### src/design/atmc_pkg.sv
// ----------------------------------------------------------------------------
// atmc_pkg: shared types and constants for the altitude trellis min-cost unit
// Level count, cost widths, register indexes and the per-level state record.
// ----------------------------------------------------------------------------
package atmc_pkg;

    localparam int ALTITUDES = 10;
    localparam int COST_W    = 20;
    localparam int WIND_W    = 8;
    localparam int BASE_W    = 8;
    localparam int SUM_W     = COST_W + 1;
    localparam int CFG_IDX_W = 2;

    localparam logic signed [COST_W-1:0] COST_MAX = {1'b0, {(COST_W-1){1'b1}}};
    localparam logic signed [COST_W-1:0] COST_MIN = {1'b1, {(COST_W-1){1'b0}}};

    typedef logic [CFG_IDX_W-1:0] cfg_idx_t;

    localparam cfg_idx_t REG_CLIMB = 2'd0;
    localparam cfg_idx_t REG_HOLD  = 2'd1;
    localparam cfg_idx_t REG_SINK  = 2'd2;

    localparam logic [BASE_W-1:0] CLIMB_RESET = 8'd60;
    localparam logic [BASE_W-1:0] HOLD_RESET  = 8'd30;
    localparam logic [BASE_W-1:0] SINK_RESET  = 8'd20;

    typedef logic signed [WIND_W-1:0] wind_t;

    typedef struct packed {
        logic                     reach;
        logic signed [COST_W-1:0] cost;
    } lvl_t;

    typedef struct packed {
        logic [BASE_W-1:0] climb;
        logic [BASE_W-1:0] hold;
        logic [BASE_W-1:0] sink;
    } base_t;

endpackage

### src/design/atmc_lane.sv
// ----------------------------------------------------------------------------
// atmc_lane: one altitude level of the trellis
// Add-compare-select over hold, climb-in and sink-in, with saturation.
// ----------------------------------------------------------------------------
module atmc_lane (
    input  logic           clk,
    input  logic           rst_n,
    input  logic           home,
    input  logic           step,
    input  logic           restart,
    input  atmc_pkg::base_t base,
    input  atmc_pkg::lvl_t  below,
    input  atmc_pkg::lvl_t  above,
    input  atmc_pkg::wind_t wind_below,
    input  atmc_pkg::wind_t wind_self,
    input  atmc_pkg::wind_t wind_above,
    output atmc_pkg::lvl_t  cur,
    output atmc_pkg::lvl_t  nxt
);
    import atmc_pkg::*;

    lvl_t state_reg;
    lvl_t state_next;

    logic signed [SUM_W-1:0] cand_hold;
    logic signed [SUM_W-1:0] cand_climb;
    logic signed [SUM_W-1:0] cand_sink;
    logic signed [SUM_W-1:0] best;
    logic                    have;
    logic signed [COST_W-1:0] clamped;

    // Cost of leaving a level is the move's base cost minus that level's wind.
    assign cand_hold  = SUM_W'(state_reg.cost) + SUM_W'($signed({1'b0, base.hold}))
                      - SUM_W'(wind_self);
    assign cand_climb = SUM_W'(below.cost) + SUM_W'($signed({1'b0, base.climb}))
                      - SUM_W'(wind_below);
    assign cand_sink  = SUM_W'(above.cost) + SUM_W'($signed({1'b0, base.sink}))
                      - SUM_W'(wind_above);

    always_comb
    begin
        have = 1'b0;
        best = '0;
        if (state_reg.reach)
        begin
            best = cand_hold;
            have = 1'b1;
        end
        if (below.reach && (!have || cand_climb < best))
        begin
            best = cand_climb;
        end
        have = have | below.reach;
        if (above.reach && (!have || cand_sink < best))
        begin
            best = cand_sink;
        end
        have = have | above.reach;

        if (best > SUM_W'(COST_MAX))
        begin
            clamped = COST_MAX;
        end
        else if (best < SUM_W'(COST_MIN))
        begin
            clamped = COST_MIN;
        end
        else
        begin
            clamped = best[COST_W-1:0];
        end
    end

    assign nxt.reach = have;
    assign nxt.cost  = have ? clamped : '0;

    always_comb
    begin
        state_next = state_reg;
        if (step)
        begin
            if (restart)
            begin
                state_next.reach = home;
                state_next.cost  = '0;
            end
            else
            begin
                state_next = nxt;
            end
        end
    end

    always_ff @(posedge clk or negedge rst_n)
    begin
        if (!rst_n)
        begin
            state_reg.reach <= home;
            state_reg.cost  <= '0;
        end
        else
        begin
            state_reg <= state_next;
        end
    end

    assign cur = state_reg;

endmodule

### src/design/atmc_out.sv
// ----------------------------------------------------------------------------
// atmc_out: result merge and output register
// Picks the level-zero cost at the end of a trip and holds it for the sink.
// ----------------------------------------------------------------------------
module atmc_out (
    input  logic                           clk,
    input  logic                           rst_n,
    input  logic                           load,
    input  atmc_pkg::lvl_t                 level0,
    input  logic                           out_ready,
    output logic                           out_valid,
    output logic signed [atmc_pkg::COST_W-1:0] min_cost,
    output logic                           space
);
    import atmc_pkg::*;

    logic                     out_valid_reg;
    logic                     out_valid_next;
    logic signed [COST_W-1:0] min_cost_reg;
    logic signed [COST_W-1:0] min_cost_next;

    // The register may take a new beat in the cycle its old one leaves.
    assign space = !out_valid_reg || out_ready;

    always_comb
    begin
        out_valid_next = out_valid_reg;
        min_cost_next  = min_cost_reg;
        if (out_valid_reg && out_ready)
        begin
            out_valid_next = 1'b0;
        end
        if (load)
        begin
            out_valid_next = 1'b1;
            min_cost_next  = level0.reach ? level0.cost : COST_MAX;
        end
    end

    always_ff @(posedge clk or negedge rst_n)
    begin
        if (!rst_n)
        begin
            out_valid_reg <= 1'b0;
        end
        else
        begin
            out_valid_reg <= out_valid_next;
        end
    end

    always_ff @(posedge clk)
    begin
        min_cost_reg <= min_cost_next;
    end

    assign out_valid = out_valid_reg;
    assign min_cost  = min_cost_reg;

endmodule

### src/design/altitude_trellis_min_cost_unit.sv
// ----------------------------------------------------------------------------
// altitude_trellis_min_cost_unit: min-plus trellis over altitude levels
// One column per input beat; emits the level-zero cost on the last column.
// ----------------------------------------------------------------------------
//  channel | handshake             | payload
//  --------+-----------------------+--------------------------------------
//  in      | in_valid / in_ready   | wind_level0..wind_level9, last_column
//  out     | out_valid / out_ready | min_cost
//  cfg     | cfg_valid / cfg_ready | cfg_index, cfg_data
//
// One column per cycle while in_ready is high: each level lane does its
// add-compare-select on the registered costs in the cycle the beat is accepted.
// A last-column beat loads the output register and the result is valid from the
// next cycle; the path state returns to level zero at the same edge.
// in_ready drops only while the output register holds a beat that is not taken.
// Reset restores the cost registers and the path state; cfg is always ready.
module altitude_trellis_min_cost_unit (
    input  logic                               clk,
    input  logic                               rst_n,
    input  logic                               in_valid,
    output logic                               in_ready,
    input  atmc_pkg::wind_t                    wind_level0,
    input  atmc_pkg::wind_t                    wind_level1,
    input  atmc_pkg::wind_t                    wind_level2,
    input  atmc_pkg::wind_t                    wind_level3,
    input  atmc_pkg::wind_t                    wind_level4,
    input  atmc_pkg::wind_t                    wind_level5,
    input  atmc_pkg::wind_t                    wind_level6,
    input  atmc_pkg::wind_t                    wind_level7,
    input  atmc_pkg::wind_t                    wind_level8,
    input  atmc_pkg::wind_t                    wind_level9,
    input  logic                               last_column,
    output logic                               out_valid,
    input  logic                               out_ready,
    output logic signed [atmc_pkg::COST_W-1:0] min_cost,
    input  logic                               cfg_valid,
    output logic                               cfg_ready,
    input  atmc_pkg::cfg_idx_t                 cfg_index,
    input  logic [atmc_pkg::BASE_W-1:0]        cfg_data
);
    import atmc_pkg::*;

    base_t base_reg;
    base_t base_next;

    wind_t wind_pad [ALTITUDES+2];
    lvl_t  lvl_pad  [ALTITUDES+2];
    lvl_t  lane_cur [ALTITUDES];
    lvl_t  lane_nxt [ALTITUDES];

    logic step;
    logic space;

    assign cfg_ready = 1'b1;

    always_comb
    begin
        base_next = base_reg;
        if (cfg_valid)
        begin
            unique case (cfg_index)
                REG_CLIMB: base_next.climb = cfg_data;
                REG_HOLD:  base_next.hold  = cfg_data;
                REG_SINK:  base_next.sink  = cfg_data;
                default:   base_next = base_reg;
            endcase
        end
    end

    always_ff @(posedge clk or negedge rst_n)
    begin
        if (!rst_n)
        begin
            base_reg.climb <= CLIMB_RESET;
            base_reg.hold  <= HOLD_RESET;
            base_reg.sink  <= SINK_RESET;
        end
        else
        begin
            base_reg <= base_next;
        end
    end

    assign in_ready = space;
    assign step     = in_valid && in_ready;

    // Padded neighbor views: the slots past either end are never reachable.
    assign wind_pad[0]           = '0;
    assign wind_pad[1]           = wind_level0;
    assign wind_pad[2]           = wind_level1;
    assign wind_pad[3]           = wind_level2;
    assign wind_pad[4]           = wind_level3;
    assign wind_pad[5]           = wind_level4;
    assign wind_pad[6]           = wind_level5;
    assign wind_pad[7]           = wind_level6;
    assign wind_pad[8]           = wind_level7;
    assign wind_pad[9]           = wind_level8;
    assign wind_pad[10]          = wind_level9;
    assign wind_pad[ALTITUDES+1] = '0;
    assign lvl_pad[0]            = '0;
    assign lvl_pad[ALTITUDES+1]  = '0;

    for (genvar h = 0; h < ALTITUDES; h++)
    begin : g_lane
        assign lvl_pad[h+1] = lane_cur[h];

        atmc_lane u_lane (
            .clk        (clk),
            .rst_n      (rst_n),
            .home       (h == 0),
            .step       (step),
            .restart    (last_column),
            .base       (base_reg),
            .below      (lvl_pad[h]),
            .above      (lvl_pad[h+2]),
            .wind_below (wind_pad[h]),
            .wind_self  (wind_pad[h+1]),
            .wind_above (wind_pad[h+2]),
            .cur        (lane_cur[h]),
            .nxt        (lane_nxt[h])
        );
    end

    atmc_out u_out (
        .clk       (clk),
        .rst_n     (rst_n),
        .load      (step && last_column),
        .level0    (lane_nxt[0]),
        .out_ready (out_ready),
        .out_valid (out_valid),
        .min_cost  (min_cost),
        .space     (space)
    );

    a_level0_reach : assert property (@(posedge clk) disable iff (!rst_n)
        lane_cur[0].reach)
        else $error("level zero lost reachability");

    a_trip_restart : assert property (@(posedge clk) disable iff (!rst_n)
        step && last_column |=> lane_cur[0].reach && lane_cur[0].cost == '0
                                && !lane_cur[1].reach)
        else $error("path state not cleared after last column");

    a_result_follows : assert property (@(posedge clk) disable iff (!rst_n)
        step && last_column |=> out_valid)
        else $error("last column produced no result");

    a_no_overrun : assert property (@(posedge clk) disable iff (!rst_n)
        out_valid && !out_ready |-> !in_ready)
        else $error("input taken while result register is blocked");

endmodule

### config.mk
export PLATFORM = sky130hd
export DESIGN_NAME = altitude_trellis_min_cost_unit
export DESIGN_NICKNAME = d
export VERILOG_FILES = /design/src/design/atmc_pkg.sv /design/src/design/atmc_lane.sv /design/src/design/atmc_out.sv /design/src/design/altitude_trellis_min_cost_unit.sv
export SDC_FILE = /design/constraint.sdc
export NUM_CORES = 2
export LEC_CHECK = 0
export BUFFER_PORTS_ARGS = -buffer_cell sky130_fd_sc_hd__buf_2
export CAP_MARGIN = 30
export CORE_ASPECT_RATIO = 0.5
export CORE_MARGIN = 3
export CORE_UTILIZATION = 45
export DETAILED_ROUTE_END_ITERATION = 8
export PLACE_DENSITY_LB_ADDON = 0.08
export SLEW_MARGIN = 5
export SYNTH_ARGS = -nofsm -noshare
export SYNTH_HDL_FRONTEND = slang
export SYNTH_SLANG_ARGS = --single-unit
### constraint.sdc
create_clock -name clk -period 9.8 [get_ports clk]
set_input_delay 0.98 -clock clk [delete_from_list [all_inputs] [get_ports clk]]
set_output_delay 0.98 -clock clk [all_outputs]
set_load 0.01 [all_outputs]
### Yosys cells after proc, flatten, opt, wreduce, memory -nomap -nowiden

Cells that the tools add are included.

| storage, ports and cells | value |
|---|---|
| bits in registers | 255 |
| bits of input ports | 96 |
| output and inout port bits | 23 |

| operators by class | value |
|---|---|
| add/subtract/negate cells | 56 |
| $lt $le $gt $ge | 38 |
| equality and inequality tests | 2 |
| muxes and demuxes | 80 |
| bitwise gates (word level) | 18 |
| reduce and logical (&&, ||, !) cells | 64 |

Operators with widths:

| operator | number |
|---|---|
| $mux 21 | 38 |
| $mux 20 | 30 |
| $add 20x9->21 | 28 |
| $sub 21x8->21 | 28 |
| $lt 21x21->1 | 18 |
| $gt 21x20->1 const B | 10 |
| $lt 21x20->1 const B | 10 |
| $logic_and 1x1->1 | 21 |
| $logic_not 1->1 | 19 |
| $logic_or 1x1->1 | 19 |
| $or 1x1->1 | 18 |
| $mux 1 | 12 |
| $reduce_and 2->1 | 3 |
| $eq 2x1->1 const B | 1 |
| $eq 2x2->1 const B | 1 |
| $logic_not 2->1 | 1 |
| $reduce_bool 2->1 | 1 |

### Depth between registers and ports, before layout

| depth | value |
|---|---|
| word-level depth | 16 |
| depth in mapped cells | 40 |
| gate-level depth less buffers | 35 |

### Worst setup path after synthesis

No wires, ideal clock.

| timing path | value |
|---|---|
| path kind | input port to flip-flop |
| from | input wind_level2[1] |
| to | register g_lane[2].u_lane.state_reg, in the netlist g_lane[2].u_lane.cur[10] |
| data arrival time | 8.149 ns |
| path slack | 1.530 ns |
| stages on the path | 32 |
| buffers on the path | 3 |
| cell sequence | fa_1 inv_1 fa_1 a211o_1 a2111oi_0 o31a_1 o221ai_1 xnor2_1 nand2_1 ha_1 and4_1 a221oi_1 o211ai_1 nor2_1 clkbuf_1 clkbuf_1 nand2_1 o21ai_0 inv_1 ha_1 nand2_1 o21ai_0 o21ai_0 a2111oi_0 o21ai_0 o31ai_1 mux2i_1 nor2_8 mux2i_4 buf_2 nand2_1 a22o_1 |

| between the ends | value |
|---|---|
| word-level cells in the longest chain between the ends | 15 |

RTL lines:

| what | RTL line | RTL |
|---|---|---|
| from (decl) | altitude_trellis_min_cost_unit.sv:24 | `input atmc_pkg::wind_t wind_level2,` |
| $sub 21x8->21 * | atmc_lane.sv:34 | `- SUM_W'(wind_self);` |
| $mux 21 * | atmc_lane.sv:44 | `if (state_reg.reach)` |
| $lt 21x21->1 | atmc_lane.sv:49 | `if (below.reach && (!have \|\| cand_climb < best))` |
| $logic_or 1x1->1 | atmc_lane.sv:49 |  |
| $logic_and 1x1->1 | atmc_lane.sv:49 |  |
| $mux 21 * | atmc_lane.sv:49 |  |
| $lt 21x21->1 | atmc_lane.sv:54 | `if (above.reach && (!have \|\| cand_sink < best))` |
| $logic_or 1x1->1 | atmc_lane.sv:54 |  |
| $logic_and 1x1->1 | atmc_lane.sv:54 |  |
| $mux 21 * | atmc_lane.sv:54 |  |
| $lt 21x20->1 | atmc_lane.sv:64 | `else if (best < SUM_W'(COST_MIN))` |
| $mux 20 | atmc_lane.sv:64 |  |
| $mux 20 * | atmc_lane.sv:60 | `if (best > SUM_W'(COST_MAX))` |
| $mux 20 * | atmc_lane.sv:75 | `assign nxt.cost = have ? clamped : '0;` |
| $mux 21 * | atmc_lane.sv:82 | `if (restart)` |
| to (signal assigned) | atmc_lane.sv:103 | `state_reg <= state_next;` |
| to (decl) | atmc_lane.sv:22 | `lvl_t state_reg;` |

Every way passes the cells marked *; elsewhere a longest branch is shown, timed or not.
A chain may end at the register's enable or synchronous reset.

### Worst setup path in the final report

| timing path | value |
|---|---|
| from | register base_reg[11] in the netlist's numbering |
| to | register g_lane[2].u_lane.state_reg, in the netlist g_lane[2].u_lane.cur[14] |

| between the ends | value |
|---|---|
| word-level cells in the longest chain between the ends | 16 |

RTL lines:

| what | RTL line | RTL |
|---|---|---|
| from (decl) | altitude_trellis_min_cost_unit.sv:43 | `base_t base_reg;` |
| from (signal assigned) | altitude_trellis_min_cost_unit.sv:80 | `base_reg <= base_next;` |
| $add 20x9->21 * | atmc_lane.sv:33 | `assign cand_hold = SUM_W'(state_reg.cost) + SUM_W'($signed({1'b0, base.hold}))` |
| $sub 21x8->21 * | atmc_lane.sv:34 |  |
| $mux 21 * | atmc_lane.sv:44 |  |
| $lt 21x21->1 | atmc_lane.sv:49 |  |
| $logic_or 1x1->1 | atmc_lane.sv:49 |  |
| $logic_and 1x1->1 | atmc_lane.sv:49 |  |
| $mux 21 * | atmc_lane.sv:49 |  |
| $lt 21x21->1 | atmc_lane.sv:54 |  |
| $logic_or 1x1->1 | atmc_lane.sv:54 |  |
| $logic_and 1x1->1 | atmc_lane.sv:54 |  |
| $mux 21 * | atmc_lane.sv:54 |  |
| $lt 21x20->1 | atmc_lane.sv:64 |  |
| $mux 20 | atmc_lane.sv:64 |  |
| $mux 20 * | atmc_lane.sv:60 |  |
| $mux 20 * | atmc_lane.sv:75 |  |
| $mux 21 * | atmc_lane.sv:82 |  |

Marked as above.

==> results by group <==
Synthesis
  • Post-synth top cells: ha_1 (852), inv_1 (763), nand2_1 (513), a21oi_1 (493), o21ai_0 (362)
  • Top post-synthesis cells by area: ha_1 (21%), dfrtp_1 (11%), fa_1 (8.7%), inv_1 (5.6%), xnor2_1 (4.8%)
  • Share of the synthesized area in the top cell type: 20.7%
  • Post-Syn Instances: around 6400
  • Net count after synthesis: roughly 7600
  • Fraction of registers with async set/reset: 92.2%
  • Synth Area per Inst: 8.00 µm²
  • Post-synth EDFFs: 20
  • Post-Syn Area: 0.0514 mm²
  • Yosys warning total: 0
  • Seq/Total Area, Yosys: 12.6%
  • Post-synthesis register bit count: ~260
  • Most common cell in the synthesized netlist: ha_1
  • Synth area leader: ha_1
  • Cell variety after synth: 113
  • Top_reg_cell synth: dfrtp_1

Routing
  • Antenna-violating nets left: 0
  • Drt first pass iters: 5
  • Vias per std cell: between 6 and 7
  • Vias post-DR: 48269
  • Initial DRC count: 4018
  • WL/cell: 24.1 µm
  • Total Routed Length: 193 mm
  • DRC: 0

Placed design
  • Place WS: 0.141 ns
  • Port Buffers: 117
  • Placed Instance Area: approximately 0.054 mm²
  • Half-perimeter wire length after placement: 160 mm
  • Final GP Congestion: 0.964
  • Cells after DPL: 7943

Die
  • Site Rows: 86
  • IO Pins: 119
  • Die area: 0.119 mm²
  • Initial Util: ~46%
  • DIE HEIGHT: 245 µm
  • Core Footprint: about 0.11 mm²
  • Die width: 484 µm

Flow run
  • Max Cap Viol: 0

GRT
  • Pin count of the biggest net entering global routing: 139
  • GRT overflow: 0
  • Number of global-route vias before repair: 46663
  • Global-route wire length before repair: 290 mm
  • Total track usage: between 30% and 40%
  • Initial antenna violation count: 19

STA
  • Final setup viols: 0
  • Fin. max-slew vios: 0
  • Skew final: 0.0348 ns
  • Setup TNS: 0 ns
  • Min Tclk post-route: 9.28 ns
  • Period utilisation layout: between 90% and 100%
  • PnR worst setup slack: 0.516 ns
  • Slew headroom: 29.9%
  • Slew at the pin with the worst max-slew slack: 1.05 ns
  • Fmax: ~110 MHz
  • RSZ-0062 raised after global routing: no
  • Final hold vios: 0

Worst hold path
  • Hold crit path type: in2async

Cells and area
  • Finished Layout Cells: 8022
  • Final net count: 7662
  • Proportion of layout cells with a drive suffix above 1: 7.76%
  • Largest register FFs: 210
  • Fillcell total: 11124
  • Final instance area: around 0.055 mm²
  • Area Overhead vs Synth: 7.70%

Clocking
  • Clock Pin Slew Worst Setup and Hold Paths: around 0.07 ns
  • CTS tree: done
  • Hold buffer count at CTS: 0
  • H-tree depth: 2
  • Skew-Pair Late Insertion Delay: 0.61 ns
  • Bufs on Longest Clock Path: 3
  • TritonCTS Buffers: 35
  • Num Clock Sinks: 255
  • CTS root buffer: clkbuf_16

Critical path
  • Critical Path End Type: flip-flop
  • Highest-delay cell along the critical path: fa_1
  • R2r setup slk: 0.52 ns
  • Slowest stage delay, CP: 0.71 ns
  • Reg2Reg Depth: 33
  • Crit start category: flip-flop
  • Crit Path Category: reg2reg
  • Reg-to-reg startpoint: base_reg[11]
  • Worst path required time: 10.28 ns
  • CP top delay family: compound AO/OA/AOI/OAI gates
  • Crit Reg-Reg Endpoint: g_lane[2].u_lane.cur[14]
  • CP max FO: 25
  • Buf/Inv on CP: 8
  • Crit path DAT: 9.76 ns

Outcome
  • Status: finished clean
-- worst register-to-register path: cells and delay by family, from the launching register on --
kind / cells / cell delay [ns]
AOI/OAI and AO/OA: 14 / 3.61
DFF: 1 / 0.52
buffers and inverters: 8 / 1.67
and+or+nand+nor: 4 / 0.75
muxes: 3 / 0.98
adders and majority gates: 4 / 1.64
-- metrics by stage --
step	hold slack, ns	util, %
final	0.420	49.6
after global placement	0.472	48.4
after detailed placement	0.479	48.4
after global routing	0.480	49.6
after CTS	0.472	49.4
after floorplan	0.454	-
-- area by class of cell --
class                      count  area (µm²)  area share, %
clock inverter                18         153          0.276
sequential                   255        6490           11.7
antenna                        9        22.5         0.0407
tap                         1496        1870           3.38
timing repair buffer         289        2050           3.70
multi-input combinational   5142       40900           73.9
clock buffer                  46         967           1.75
inverter                     767        2880           5.20
-- layout by cell type, fill, tap and decap left out, drive strengths merged, types with 62 or more instances in the layout --
cell type,synthesis,routed
and2,67,67
o21bai,69,69
nand2,513,513
inv,765,772
a211oi,97,97
xnor2,282,282
nor3,129,129
o21a,73,73
ha,852,852
nor2,356,356
xor2,212,212
a22o,132,132
dfrtp,224,224
o21ai,387,387
buf,106,289
o211ai,62,62
nand3,103,103
a31oi,70,70
a21oi,501,501
a21o,267,267
nand4,93,93
fa,224,224
-- how the worst max path moves through the flow --
stage	startpoint	endpoint	slack [ns]	cells past startpoint
3_5_place_dp	wind_level2[1]	g_lane[2].u_lane.cur[3]	0.14	29
6_report	base_reg[11]	g_lane[2].u_lane.cur[14]	0.52	33
2_1_floorplan	wind_level2[1]	g_lane[2].u_lane.cur[10]	1.53	32
4_1_cts	base_reg[18]	g_lane[3].u_lane.cur[3]	0.23	29
3_3_place_gp	wind_level2[1]	g_lane[3].u_lane.cur[0]	0.24	28
5_1_grt	base_reg[18]	g_lane[2].u_lane.cur[16]	0.03	36
-- what timing repair did --
action / CTS / global route
endpoints found under the setup margin: 0 / 58
gates resized for setup: 0 / 5
buffers inserted: 0 / 1
-- cell families (layout without fill, tap and decap cells) --
family,after synthesis,in the layout,share of synthesized area (%)
compound gates,1972,1972,25.9
simple gates,1523,1523,14.1
fa+ha+maj,1083,1083,29.6
buf+inv,1025,1120,7.86
xor+xnor,494,494,8.42
flops,255,255,12.6
mux,69,69,1.47
other cells,1,10,0.00730
-- metal layers --
layer,track usage [%],up-vias,share of wire [%]
met3,4.16,220,6.1
met2,50.3,1425,44
met4,9.11,10,3.0
met1,45.1,23630,47
met5,0,-,0.030
li1,-,22984,-
Power is left out: the tool's default activity adds up to more than one toggle a clock period on the data nets, which glitch-free logic cannot reach.
